[src/rtl/core/dpar_pkg.sv]
// ----------------------------------------------------------------------------
// dpar_pkg
// Shared types and constants for the data-processing ALU with register file.
// ----------------------------------------------------------------------------
`default_nettype none

package dpar_pkg;

  localparam int REG_COUNT = 16;
  localparam int RIDX_W    = (REG_COUNT > 1) ? $clog2(REG_COUNT) : 1;

  localparam int FIFO_DEPTH = 2;
  localparam int FIFO_PTR_W = $clog2(FIFO_DEPTH);
  localparam int FIFO_CNT_W = $clog2(FIFO_DEPTH + 1);

  localparam logic [3:0] OP_AND = 4'd0;
  localparam logic [3:0] OP_EOR = 4'd1;
  localparam logic [3:0] OP_SUB = 4'd2;
  localparam logic [3:0] OP_RSB = 4'd3;
  localparam logic [3:0] OP_ADD = 4'd4;
  localparam logic [3:0] OP_TST = 4'd8;
  localparam logic [3:0] OP_TEQ = 4'd9;
  localparam logic [3:0] OP_CMP = 4'd10;
  localparam logic [3:0] OP_ORR = 4'd12;
  localparam logic [3:0] OP_MOV = 4'd13;

  typedef enum logic [2:0] {
    FN_AND,
    FN_EOR,
    FN_ORR,
    FN_MOV,
    FN_SUB,
    FN_RSB,
    FN_ADD
  } alu_fn_t;

  typedef struct packed {
    logic [3:0]  operation;
    logic [3:0]  first_reg;
    logic [3:0]  dest_reg;
    logic        set_flags;
    logic [31:0] operand_two;
    logic        shifter_carry;
  } in_item_t;

  typedef struct packed {
    logic [31:0] result;
    logic        written;
    logic        flag_n;
    logic        flag_z;
    logic        flag_c;
    logic        unsupported;
  } out_item_t;

  typedef struct packed {
    alu_fn_t     fn;
    logic        supported;
    logic        writes;
    logic        arith;
    logic [3:0]  first_reg;
    logic [3:0]  dest_reg;
    logic        set_flags;
    logic [31:0] operand_two;
    logic        shifter_carry;
  } dec_item_t;

endpackage

`default_nettype wire

[src/rtl/core/dpar_front.sv]
// ----------------------------------------------------------------------------
// dpar_front
// Accepts input transactions and decodes the opcode into an execute entry.
// ----------------------------------------------------------------------------
`default_nettype none

module dpar_front
  import dpar_pkg::*;
(
  input  wire logic      in_valid,
  output logic           in_ready,
  input  wire in_item_t  in_data,
  output logic           push,
  output dec_item_t      push_data,
  input  wire logic      q_full
);

  assign in_ready = !q_full;
  assign push     = in_valid && !q_full;

  always_comb begin
    push_data               = '0;
    push_data.first_reg     = in_data.first_reg;
    push_data.dest_reg      = in_data.dest_reg;
    push_data.set_flags     = in_data.set_flags;
    push_data.operand_two   = in_data.operand_two;
    push_data.shifter_carry = in_data.shifter_carry;
    push_data.supported     = 1'b1;
    push_data.writes        = 1'b1;
    push_data.arith         = 1'b0;
    push_data.fn            = FN_AND;
    unique case (in_data.operation)
      OP_AND: push_data.fn = FN_AND;
      OP_EOR: push_data.fn = FN_EOR;
      OP_SUB: begin
        push_data.fn    = FN_SUB;
        push_data.arith = 1'b1;
      end
      OP_RSB: begin
        push_data.fn    = FN_RSB;
        push_data.arith = 1'b1;
      end
      OP_ADD: begin
        push_data.fn    = FN_ADD;
        push_data.arith = 1'b1;
      end
      OP_TST: begin
        push_data.fn     = FN_AND;
        push_data.writes = 1'b0;
      end
      OP_TEQ: begin
        push_data.fn     = FN_EOR;
        push_data.writes = 1'b0;
      end
      OP_CMP: begin
        push_data.fn     = FN_SUB;
        push_data.arith  = 1'b1;
        push_data.writes = 1'b0;
      end
      OP_ORR: push_data.fn = FN_ORR;
      OP_MOV: push_data.fn = FN_MOV;
      default: begin
        push_data.supported = 1'b0;
        push_data.writes    = 1'b0;
      end
    endcase
  end

endmodule

`default_nettype wire

[src/rtl/core/dpar_fifo.sv]
// ----------------------------------------------------------------------------
// dpar_fifo
// Short queue of decoded entries between the front and the execute stage.
// ----------------------------------------------------------------------------
`default_nettype none

module dpar_fifo
  import dpar_pkg::*;
(
  input  wire logic       clk,
  input  wire logic       rst_n,
  input  wire logic       push,
  input  wire dec_item_t  push_data,
  output logic            full,
  output logic            q_valid,
  input  wire logic       pop,
  output dec_item_t       q_data
);

  localparam logic [FIFO_CNT_W-1:0] DEPTH_C = FIFO_CNT_W'(FIFO_DEPTH);
  localparam logic [FIFO_PTR_W-1:0] LAST_C  = FIFO_PTR_W'(FIFO_DEPTH - 1);

  dec_item_t               mem_r [FIFO_DEPTH];
  logic [FIFO_PTR_W-1:0]   wr_ptr_r, wr_ptr_nxt;
  logic [FIFO_PTR_W-1:0]   rd_ptr_r, rd_ptr_nxt;
  logic [FIFO_CNT_W-1:0]   count_r, count_nxt;
  logic                    do_push, do_pop;

  assign full    = (count_r == DEPTH_C);
  assign q_valid = (count_r != '0);
  assign q_data  = mem_r[rd_ptr_r];
  assign do_push = push && !full;
  assign do_pop  = pop && q_valid;

  always_comb begin
    wr_ptr_nxt = wr_ptr_r;
    rd_ptr_nxt = rd_ptr_r;
    count_nxt  = count_r;
    if (do_push) begin
      wr_ptr_nxt = (wr_ptr_r == LAST_C) ? '0 : wr_ptr_r + 1'b1;
    end
    if (do_pop) begin
      rd_ptr_nxt = (rd_ptr_r == LAST_C) ? '0 : rd_ptr_r + 1'b1;
    end
    if (do_push && !do_pop) begin
      count_nxt = count_r + 1'b1;
    end else if (do_pop && !do_push) begin
      count_nxt = count_r - 1'b1;
    end
  end

  always_ff @(posedge clk) begin
    if (!rst_n) begin
      wr_ptr_r <= '0;
      rd_ptr_r <= '0;
      count_r  <= '0;
    end else begin
      wr_ptr_r <= wr_ptr_nxt;
      rd_ptr_r <= rd_ptr_nxt;
      count_r  <= count_nxt;
    end
  end

  always_ff @(posedge clk) begin
    if (do_push) begin
      mem_r[wr_ptr_r] <= push_data;
    end
  end

endmodule

`default_nettype wire

[src/rtl/core/dpar_back.sv]
// ----------------------------------------------------------------------------
// dpar_back
// Execute stage: register file read, ALU, write back, flags, output register.
// ----------------------------------------------------------------------------
`default_nettype none

module dpar_back
  import dpar_pkg::*;
(
  input  wire logic       clk,
  input  wire logic       rst_n,
  input  wire logic       q_valid,
  input  wire dec_item_t  q_data,
  output logic            pop,
  output logic            out_valid,
  input  wire logic       out_ready,
  output out_item_t       out_data
);

  localparam logic [4:0] REG_LIMIT = 5'(REG_COUNT);

  logic [31:0]  rf_r [REG_COUNT];
  logic [2:0]   flags_r, flags_nxt;
  logic         out_valid_r;
  out_item_t    out_data_r, out_data_nxt;

  logic [31:0]  op_a, alu_x, alu_y, logic_res, res;
  logic [32:0]  sum;
  logic         cin, carry, rd_ok, wr_en;

  assign pop       = q_valid && (!out_valid_r || out_ready);
  assign out_valid = out_valid_r;
  assign out_data  = out_data_r;

  assign op_a = ({1'b0, q_data.first_reg} < REG_LIMIT)
                ? rf_r[q_data.first_reg[RIDX_W-1:0]] : '0;

  always_comb begin
    alu_x = op_a;
    alu_y = q_data.operand_two;
    cin   = 1'b0;
    case (q_data.fn)
      FN_SUB: begin
        alu_y = ~q_data.operand_two;
        cin   = 1'b1;
      end
      FN_RSB: begin
        alu_x = q_data.operand_two;
        alu_y = ~op_a;
        cin   = 1'b1;
      end
      default: ;
    endcase
  end

  assign sum = {1'b0, alu_x} + {1'b0, alu_y} + 33'(cin);

  always_comb begin
    case (q_data.fn)
      FN_AND:  logic_res = op_a & q_data.operand_two;
      FN_EOR:  logic_res = op_a ^ q_data.operand_two;
      FN_ORR:  logic_res = op_a | q_data.operand_two;
      default: logic_res = q_data.operand_two;
    endcase
  end

  assign res   = q_data.arith ? sum[31:0] : logic_res;
  assign carry = q_data.arith ? sum[32] : q_data.shifter_carry;
  assign rd_ok = ({1'b0, q_data.dest_reg} < REG_LIMIT);
  assign wr_en = pop && q_data.writes && rd_ok;

  always_comb begin
    flags_nxt = flags_r;
    if (q_data.supported && q_data.set_flags) begin
      flags_nxt = {res[31], (res == '0), carry};
    end
    out_data_nxt.result      = q_data.supported ? res : '0;
    out_data_nxt.written     = q_data.writes && rd_ok;
    out_data_nxt.flag_n      = flags_nxt[2];
    out_data_nxt.flag_z      = flags_nxt[1];
    out_data_nxt.flag_c      = flags_nxt[0];
    out_data_nxt.unsupported = !q_data.supported;
  end

  always_ff @(posedge clk) begin
    if (!rst_n) begin
      out_valid_r <= 1'b0;
      flags_r     <= '0;
      for (int i = 0; i < REG_COUNT; i++) begin
        rf_r[i] <= '0;
      end
    end else begin
      if (pop) begin
        out_valid_r <= 1'b1;
        flags_r     <= flags_nxt;
      end else if (out_ready) begin
        out_valid_r <= 1'b0;
      end
      if (wr_en) begin
        rf_r[q_data.dest_reg[RIDX_W-1:0]] <= res;
      end
    end
  end

  always_ff @(posedge clk) begin
    if (pop) begin
      out_data_r <= out_data_nxt;
    end
  end

endmodule

`default_nettype wire

[src/rtl/core/data_processing_alu_regfile_top.sv]
// ----------------------------------------------------------------------------
// data_processing_alu_regfile_top
// Execute stage for decoded data-processing instructions with 16 registers.
//
// Input channel in_valid/in_ready/in_data carries one decoded instruction
// per transaction; output channel out_valid/out_ready/out_data returns one
// result per instruction, in order. The front decodes the opcode and pushes
// into a two-entry queue; the execute stage reads the source register, runs
// the single 33-bit adder or logic unit, writes the register file and the
// N/Z/C flags, and loads the output register in the same cycle.
// Each input is registered in the queue and then in the output register.
// Throughput: one instruction per cycle while out_ready is high, set by the single execute stage.
// When out_ready is low the output register holds, the queue fills and
// in_ready drops once two entries wait. Synchronous reset (rst_n low)
// clears the registers, flags, queue and output valid; in_ready is high
// in the first cycle after reset.
// ----------------------------------------------------------------------------
`default_nettype none

module data_processing_alu_regfile_top
  import dpar_pkg::*;
(
  input  wire logic      clk,
  input  wire logic      rst_n,
  input  wire logic      in_valid,
  output logic           in_ready,
  input  wire in_item_t  in_data,
  output logic           out_valid,
  input  wire logic      out_ready,
  output out_item_t      out_data
);

  logic       push, q_full, q_valid, pop;
  dec_item_t  push_data, q_data;

  dpar_front u_front (
    .in_valid  (in_valid),
    .in_ready  (in_ready),
    .in_data   (in_data),
    .push      (push),
    .push_data (push_data),
    .q_full    (q_full)
  );

  dpar_fifo u_fifo (
    .clk       (clk),
    .rst_n     (rst_n),
    .push      (push),
    .push_data (push_data),
    .full      (q_full),
    .q_valid   (q_valid),
    .pop       (pop),
    .q_data    (q_data)
  );

  dpar_back u_back (
    .clk       (clk),
    .rst_n     (rst_n),
    .q_valid   (q_valid),
    .q_data    (q_data),
    .pop       (pop),
    .out_valid (out_valid),
    .out_ready (out_ready),
    .out_data  (out_data)
  );

endmodule

`default_nettype wire

[config.mk]
export PLATFORM = sky130hd
export DESIGN_NAME = data_processing_alu_regfile_top
export DESIGN_NICKNAME = d
export VERILOG_FILES = /design/src/rtl/core/dpar_pkg.sv /design/src/rtl/core/dpar_front.sv /design/src/rtl/core/dpar_fifo.sv /design/src/rtl/core/dpar_back.sv /design/src/rtl/core/data_processing_alu_regfile_top.sv
export SDC_FILE = /design/constraint.sdc
export NUM_CORES = 1
export LEC_CHECK = 0
export ABC_AREA = 1
export BUFFER_PORTS_ARGS = -buffer_cell sky130_fd_sc_hd__buf_2
export CORE_ASPECT_RATIO = 1.2
export CORE_MARGIN = 8
export CORE_UTILIZATION = 55
export CTS_CLUSTER_SIZE = 12
export DETAILED_ROUTE_END_ITERATION = 16
export PLACE_DENSITY = 0.73
export SYNTH_ARGS = -nofsm -noshare
export SYNTH_HDL_FRONTEND = slang
export SYNTH_HIERARCHICAL = 1
export SYNTH_SLANG_ARGS = --single-unit
[constraint.sdc]
create_clock -name clk -period 4.8 [get_ports clk]
set_input_delay 0.24 -clock clk [delete_from_list [all_inputs] [get_ports clk]]
set_output_delay 0.24 -clock clk [all_outputs]
set_load 0.03 [all_outputs]
==> metrics.yaml, run 1 <==
ff2ff_setup_slack_ns: 0.16
fmaxAchievable_mhz: 215
pin_count_of_the_biggest_net_entering_global_routing: 94
flow.area_growth_from_synthesis_pct: 11.4
post_route_cells_drive_above_1_share_pct: 12.1
core_region_area_sq_um: 61600
multi_input_comb_area_sq_um: 12000
post_synth.cell_area_avg_sq_um: 9.84
tritonroute_pass_1_iters: 6
synth_sequential_area_ratio_pct: 57.5
dieWidth_um: 243
tritoncts.num_buffers: 66
synth_enable_flop_cells: 645
viasPerCell: 5.91
timing.clock.skew_ns: 0.0232
avgRoutedWirePerCell_um: 22.8
numClockSinks: 654
dr.first_iter.drc_count: 3014
synthesis.area_sq_um: 34000
synth_async_sr_flop_share_pct: 0
worst_slew_margin_rel_pct: 16.9
final-max-slew-violation-count: 0
final_core_utilization_pct: 61.6
grt_pass1_vias: 24900
period_minus_slack_ns: 4.64
drv.max_cap_violation_count: 0
route.antenna.remaining_nets: 0
grt_first_pass_wirelength_um: 147000
global_router_s_overall_resource_usage_pct: 27.5
synth.yosys.warnings: 6
area.sequential_sq_um: 19600
max_slew.worst_pin.slew_ns: 1.24
fill_cell_total_of_the_finished_layout: 5013
path_clk_slew_ns: 0.06
reg2reg_to: "u_back/flags_r[1]"
worstPathRequired_ns: 5.34
cp_max_fo: 33
hpwl_um: 59300
initial_core_util_pct: 55.2
numPortBuffers: 88
placed_cells: 4196
gp_congestion: 0.997
final_worst_path_period_share_pct: 96.8
synthesis.nets: 3604
outcome: "completed"
synthFlopType: "edfxtp_1"
startpoint_types: "flip-flop"
drc_errors: 0
routed-via-count: 25700
tritoncts: "yes"
critical_path.endpoint_type: "flip-flop"
yosys.cell_types.count: 40
clk_latency_worst_skew_pair_ns: 0.61
endpoint: "u_back/flags_r[1]"
drt_wl_total_um: 99000
clockRootBuffer: "clkbuf_16"
worst_vdd_rail_ir_drop_uv: 585
finalNonFillerCells: 4351
grt-ovfl-total: 0
arrival_ns: 5.19
worstHoldPathType: "in2reg"
worst_r2r_path_depth: 26
static-leakage-power_nw: 15.4
floorplan.die_area_sq_um: 70100
final_layout_worst_hold_slack_ns: 0.0514
timing.final.hold_violations: 0
postSynthCellCount: 3456
pwr_density_cell_nw_per_um2: 734
top_level_ports: 89
criticalPathCategory: "reg2reg"
cts.htree.levels: 3
finalNetCount: 3652
placement_rows: 100
die_h_um: 288
postSynthRegisterBits: 654
timing.final.setup_violations: 0
antenna_violations_before_repair: 2
clock_path_buffers: 3
[cells in the final DEF, fill, tap and decap left out, types with 3 or more instances in the layout]
master and n:
edfxtp_1 645, nor2_1 622, nand2_1 461, inv_1 358
o21ai_0 219, a21oi_1 172, o211ai_1 147, mux2i_1 128
nand3_1 105, ha_1 93, buf_2 88, buf_4 81
clkbuf_16 69, nand2_2 50, dlygate4sd3_1 44, o221ai_1 32
mux2_2 26, mux2_4 23, buf_12 19, nor2_2 18
clkbuf_1 16, inv_2 15, clkinv_1 13, o21ai_1 10
nand3b_1 8, nand4_1 8, dfxtp_1 8, nor2_4 7
clkinvlp_4 4, nor3_1 4, buf_16 4, diode_2 3
clkinv_2 3, nand3_2 3, and2_1 3, ha_2 3
[power by group]
| part | leakage [nW] | total (mW) | switching (mW) | internal (mW) |
|---|---|---|---|---|
| sequential | 6.62 | 7.25 | 0.175 | 7.07 |
| combinational | 7.87 | 15.9 | 11.2 | 4.71 |
| clock | 0.912 | 4.68 | 2.07 | 2.61 |
[cell type report]
class	instances	area share, %
antenna	3	0.0198
clock buffer	85	4.72
clock inverter	11	0.238
inverter	388	3.89
multi-input combinational	2158	31.6
sequential	654	51.6
tap	816	2.69
timing repair buffer	236	5.22
[Yosys cell counts, types with 2 or more instances]
cell | n | area share (%)
buf_4 | 52 | 1.1
nand4_1 | 8 | 0.15
buf_6 | 6 | 0.20
edfxtp_1 | 645 | 57
buf_2 | 51 | 0.75
fa_1 | 2 | 0.12
nand3_1 | 107 | 1.6
a221oi_2 | 2 | 0.088
ha_1 | 96 | 3.5
nand3b_1 | 8 | 0.18
o221ai_1 | 32 | 0.82
nor3_1 | 4 | 0.059
clkinv_1 | 13 | 0.14
mux2_4 | 20 | 0.88
nor2_2 | 5 | 0.092
clkbuf_1 | 130 | 1.4
nor2_1 | 642 | 7.1
nand2_2 | 12 | 0.22
a21oi_1 | 173 | 2.5
o21ai_1 | 10 | 0.15
mux2i_1 | 128 | 3.8
mux2_2 | 28 | 0.93
inv_1 | 361 | 4.0
and2_1 | 3 | 0.055
nand2_1 | 499 | 5.5
inv_2 | 14 | 0.15
o211ai_1 | 147 | 3.2
buf_1 | 19 | 0.21
o21ai_0 | 219 | 3.2
or2_2 | 2 | 0.037
dfxtp_1 | 9 | 0.53
[state kept, by name, summed over array words and instances (netlist names), named ones only]
signal and count:
u_back/flags_r 3, u_back/out_data 37, u_back/out_valid 1, u_back/rf_r 512, u_fifo/count_r 2, u_fifo/mem_r 96
u_fifo/rd_ptr_r 1, u_fifo/wr_ptr_r 1
[cells by family (layout without fill, tap and decap cells)]
kind of cell    count (synthesis)  count (layout)  share of synthesized area (%)
flops                         654             654                           57.5
simple gates                 1291            1291                           15.0
buf+inv                       646             720                           8.02
xor+xnor                        1               1                         0.0258
compound gates                590             590                           10.3
fa+ha+maj                      98              98                           3.65
other cells                     0               3                              0
mux                           176             178                           5.58
[stage by stage]
| step | worst slack, ns | area [sq um] | setup TNS [ns] | total power, mW |
|---|---|---|---|---|
| floorplan | 0.612 | 34000 | 0 | 17.3 |
| global placement | -0.00405 | 35300 | -0.00405 | 22.1 |
| detailed placement | -0.0575 | 35300 | -0.576 | 22.2 |
| CTS | 0.0108 | 37600 | 0 | 27.0 |
| global route | -0.0181 | 37900 | -0.0181 | 29.4 |
| finish | 0.156 | 37900 | 0 | 27.8 |
[layer usage]
metal	global-route usage, %	routed length (um)	vias up	share of wire, %
li1	-	-	11800	-
met1	32.2	35600	12300	36
met2	48.2	49100	1335	50
met3	5.17	9370	314	9.5
met4	14.2	5070	0	5.1
met5	0	0	-	0
[worst min-delay path by stage]
stage                            from                   to  slack, ns  cells past startpoint
after floorplan                 rst_n    u_fifo/count_r[1]       0.36                      2
after global placement     in_data[9]   u_fifo/mem_r[0][9]       0.43                      1
after detailed placement  in_data[21]  u_fifo/mem_r[1][21]       0.43                      1
after CTS                 in_data[43]  u_fifo/mem_r[1][44]       0.01                      4
after global routing      in_data[44]  u_fifo/mem_r[1][45]       0.04                      4
final                     in_data[44]  u_fifo/mem_r[0][45]       0.05                      4
[repair_timing]
| item | CTS | global route |
|---|---|---|
| endpoints found under the setup margin | 37 | 229 |
| hold buffers | 44 | 0 |
| resized for setup | 4 | 55 |
| buffers inserted | 1 | 9 |
| endpoints found under the hold margin | 87 | 0 |
| pin swaps | 1 | 7 |
| cloned | 1 | 1 |
[critical path: stages, from the launching register on]
cell	delay [ns]
dfxtp_4	0.44
mux2_8	0.47
buf_12	0.21
buf_4	0.24
a21oi_1	0.20
o21ai_0	0.13
o211ai_1	0.16
o211ai_1	0.19
nand2_2	0.17
o221ai_1	0.13
ha_1	0.39
nand2_2	0.12
nor2_4	0.17
nand3_1	0.17
nand3b_1	0.27
nand2_1	0.14
nand2_1	0.08
nand2_1	0.05
nand3_1	0.06
nand2_1	0.08
nor2_1	0.09
nand2_1	0.12
nor2_2	0.20
nand3_1	0.12
nand3_1	0.09
nand2_1	0.06
inv_1	0.05
(Power assumes the default switching activity.)
==> inputs of run 2 (changes only) <==
Settings changed: SLEW_MARGIN set to 20, SYNTH_HIERARCHICAL 1 to unset.
==> metrics.yaml, run 2 <==
drv.max_cap_violation_count: 0
largest_register_ffs: 512
startpoint_types: "flip-flop"
route.antenna.remaining_nets: 0
critical-path-slowest-cell: "dfxtp_2"
post_route_cells_drive_above_1_share_pct: 12.7
tritoncts.num_buffers: 67
synthDominantAreaCellType: "edfxtp_1"
cts.htree.levels: 3
preCtsSetupSlack_ns: 0.207
synth_area_leaders: "edfxtp_1, nor2_1, nand2_1"
period_minus_slack_ns: 4.56
avgRoutedWirePerCell_um: 24.5
drc_errors: 0
outcome: "completed"
postSynthRegisterBits: 654
most_frequent_standard_cell_in_the_layout_excluding_fill_and_tap_cells: "nor2_1"
yosysTopAreaCellShare_pct: 57.2
stdcell_area_sq_um: 38500
die_h_um: 288
synth_enable_flop_cells: 645
pin_count_of_the_biggest_net_entering_global_routing: 83
synth_sequential_area_ratio_pct: 57.7
finalNetCount: 3879
yosys.cell_types.count: 43
worstHoldPathType: "in2reg"
clockRootBuffer: "clkbuf_16"
antenna_violations_before_repair: 2
area.sequential_sq_um: 19600
max_slew.worst_pin.slew_ns: 1.20
synth_async_sr_flop_share_pct: 0
drt_wl_total_um: 112000
grt_pass1_vias: 26600
final-max-slew-violation-count: 0
worstPathRequired_ns: 5.36
post_synth.cell_area_avg_sq_um: 9.38
final_layout_worst_hold_slack_ns: 0.0547
placed_area_sq_um: 36000
setup_ws_ns: 0.243
initial_core_util_pct: 55.7
timing.final.hold_violations: 0
final_worst_path_period_share_pct: 94.9
dr.first_iter.drc_count: 3718
dieWidth_um: 242
placed_cells: 4423
grt-ovfl-total: 0
global_router_s_overall_resource_usage_pct: 31.0
tritonroute_pass_1_iters: 8
numClockSinks: 654
tritoncts: "yes"
synth_common_cells: "nor2_1, edfxtp_1, nand2_1"
worst_slew_margin_rel_pct: 19.7
synthFlopType: "edfxtp_1"
largest-register: "u_back.rf_r"
top_level_ports: 89
cp_max_fo: 31
postSynthCellCount: 3609
flow.area_growth_from_synthesis_pct: 13.8
criticalPathCategory: "reg2reg"
critical_path.endpoint_type: "flip-flop"
synth.yosys.warnings: 0
timing.final.setup_violations: 0
viasPerCell: 6.12
finalNonFillerCells: 4569
path_common_cell: "nand2_1"
synthesis.nets: 3757
critical-path-max-stage-delay_ns: 0.36
multi_input_comb_area_sq_um: 12200
clock_path_buffers: 3
arrival_ns: 5.12
hpwl_um: 70300
grt_first_pass_wirelength_um: 163000
placement_rows: 99
path_clk_slew_ns: 0.06
yosysMostFrequentCell: "nor2_1"
floorplan.die_area_sq_um: 69800
n_antenna_cell: 0
clk_latency_worst_skew_pair_ns: 0.62
synthesis.area_sq_um: 33900
numPortBuffers: 88
routed-via-count: 28000
timing.clock.skew_ns: 0.0258
fill_cell_total_of_the_finished_layout: 4861
layout_common_cells: "nor2_1, edfxtp_1, nand2_1, a21oi_1, o21ai_0"
gp_congestion: 0.984
core_region_area_sq_um: 60800
fmaxAchievable_mhz: 219
run 2: critical path: cells and delay by family (launching register included):
kind                     cells  cell delay (ns)
AND/OR/NAND/NOR             16             1.76
AO/OA/AOI/OAI                5             1.09
buffers and inverters        7             0.92
flip-flops                   1             0.36
adder cells (fa/ha/maj)      1             0.34
run 2: area by class of cell:
cell class              count  area share, %
multi-input cells        2378           31.7
clock buffers              88           4.67
inverters                 327           3.26
clock inverters            11          0.318
flip-flops and latches    654           50.8
repair buffers            303           6.64
well taps                 808           2.63
run 2: cells by family (layout without fill, tap and decap cells):
family,after synthesis,in the layout,share of synthesized area [%]
AOI/OAI and AO/OA,870,870,14.9
xor gates and xnor gates,1,1,0.0259
adders and majority gates,98,98,3.67
buffers and inverters,578,729,6.94
DFF,654,654,57.7
muxes,1,1,0.0296
and+or+nand+nor,1407,1408,16.7
run 2: worst paths after layout:
kind | startpoint | endpoint | slack [ns] | depth (start not counted)
worst max-delay path | flip-flop | u_back.flags_r[1] | 0.24 | 29
worst min-delay path | in_data[43] | u_fifo.mem_r[0][42] | 0.05 | 3
worst max register to register | flip-flop | u_back.flags_r[1] | 0.24 | 29
worst min register to register | u_fifo.rd_ptr_r | u_fifo.rd_ptr_r | 0.47 | 1
run 2: per-stage QoR:
| step | TNS (ns) | util (%) |
|---|---|---|
| global route | -0.0838 | 63.3 |
| global placement | 0 | 59.2 |
| floorplan | 0 | - |
| finish | 0 | 63.3 |
| detailed placement | 0 | 59.2 |
| CTS | 0 | 63.0 |
run 2: layer usage:
layer	track usage [%]	up-vias	share of wire, %
li1	-	12600	-
met5	0	-	0
met1	36.5	13200	35
met4	20.0	0	6.6
met3	5.54	384	10
met2	52.3	1767	48
run 2: what timing repair did:
item                                    CTS  global route
hold endpoints to repair                 85             0
setup buffers                             0             3
hold buffers                             43             0
gates resized for setup                   0            35
endpoints found under the setup margin    0           168
Power of run 2 is left out: the tool's default activity adds up to more than one toggle a clock period on the data nets, which glitch-free logic cannot reach.
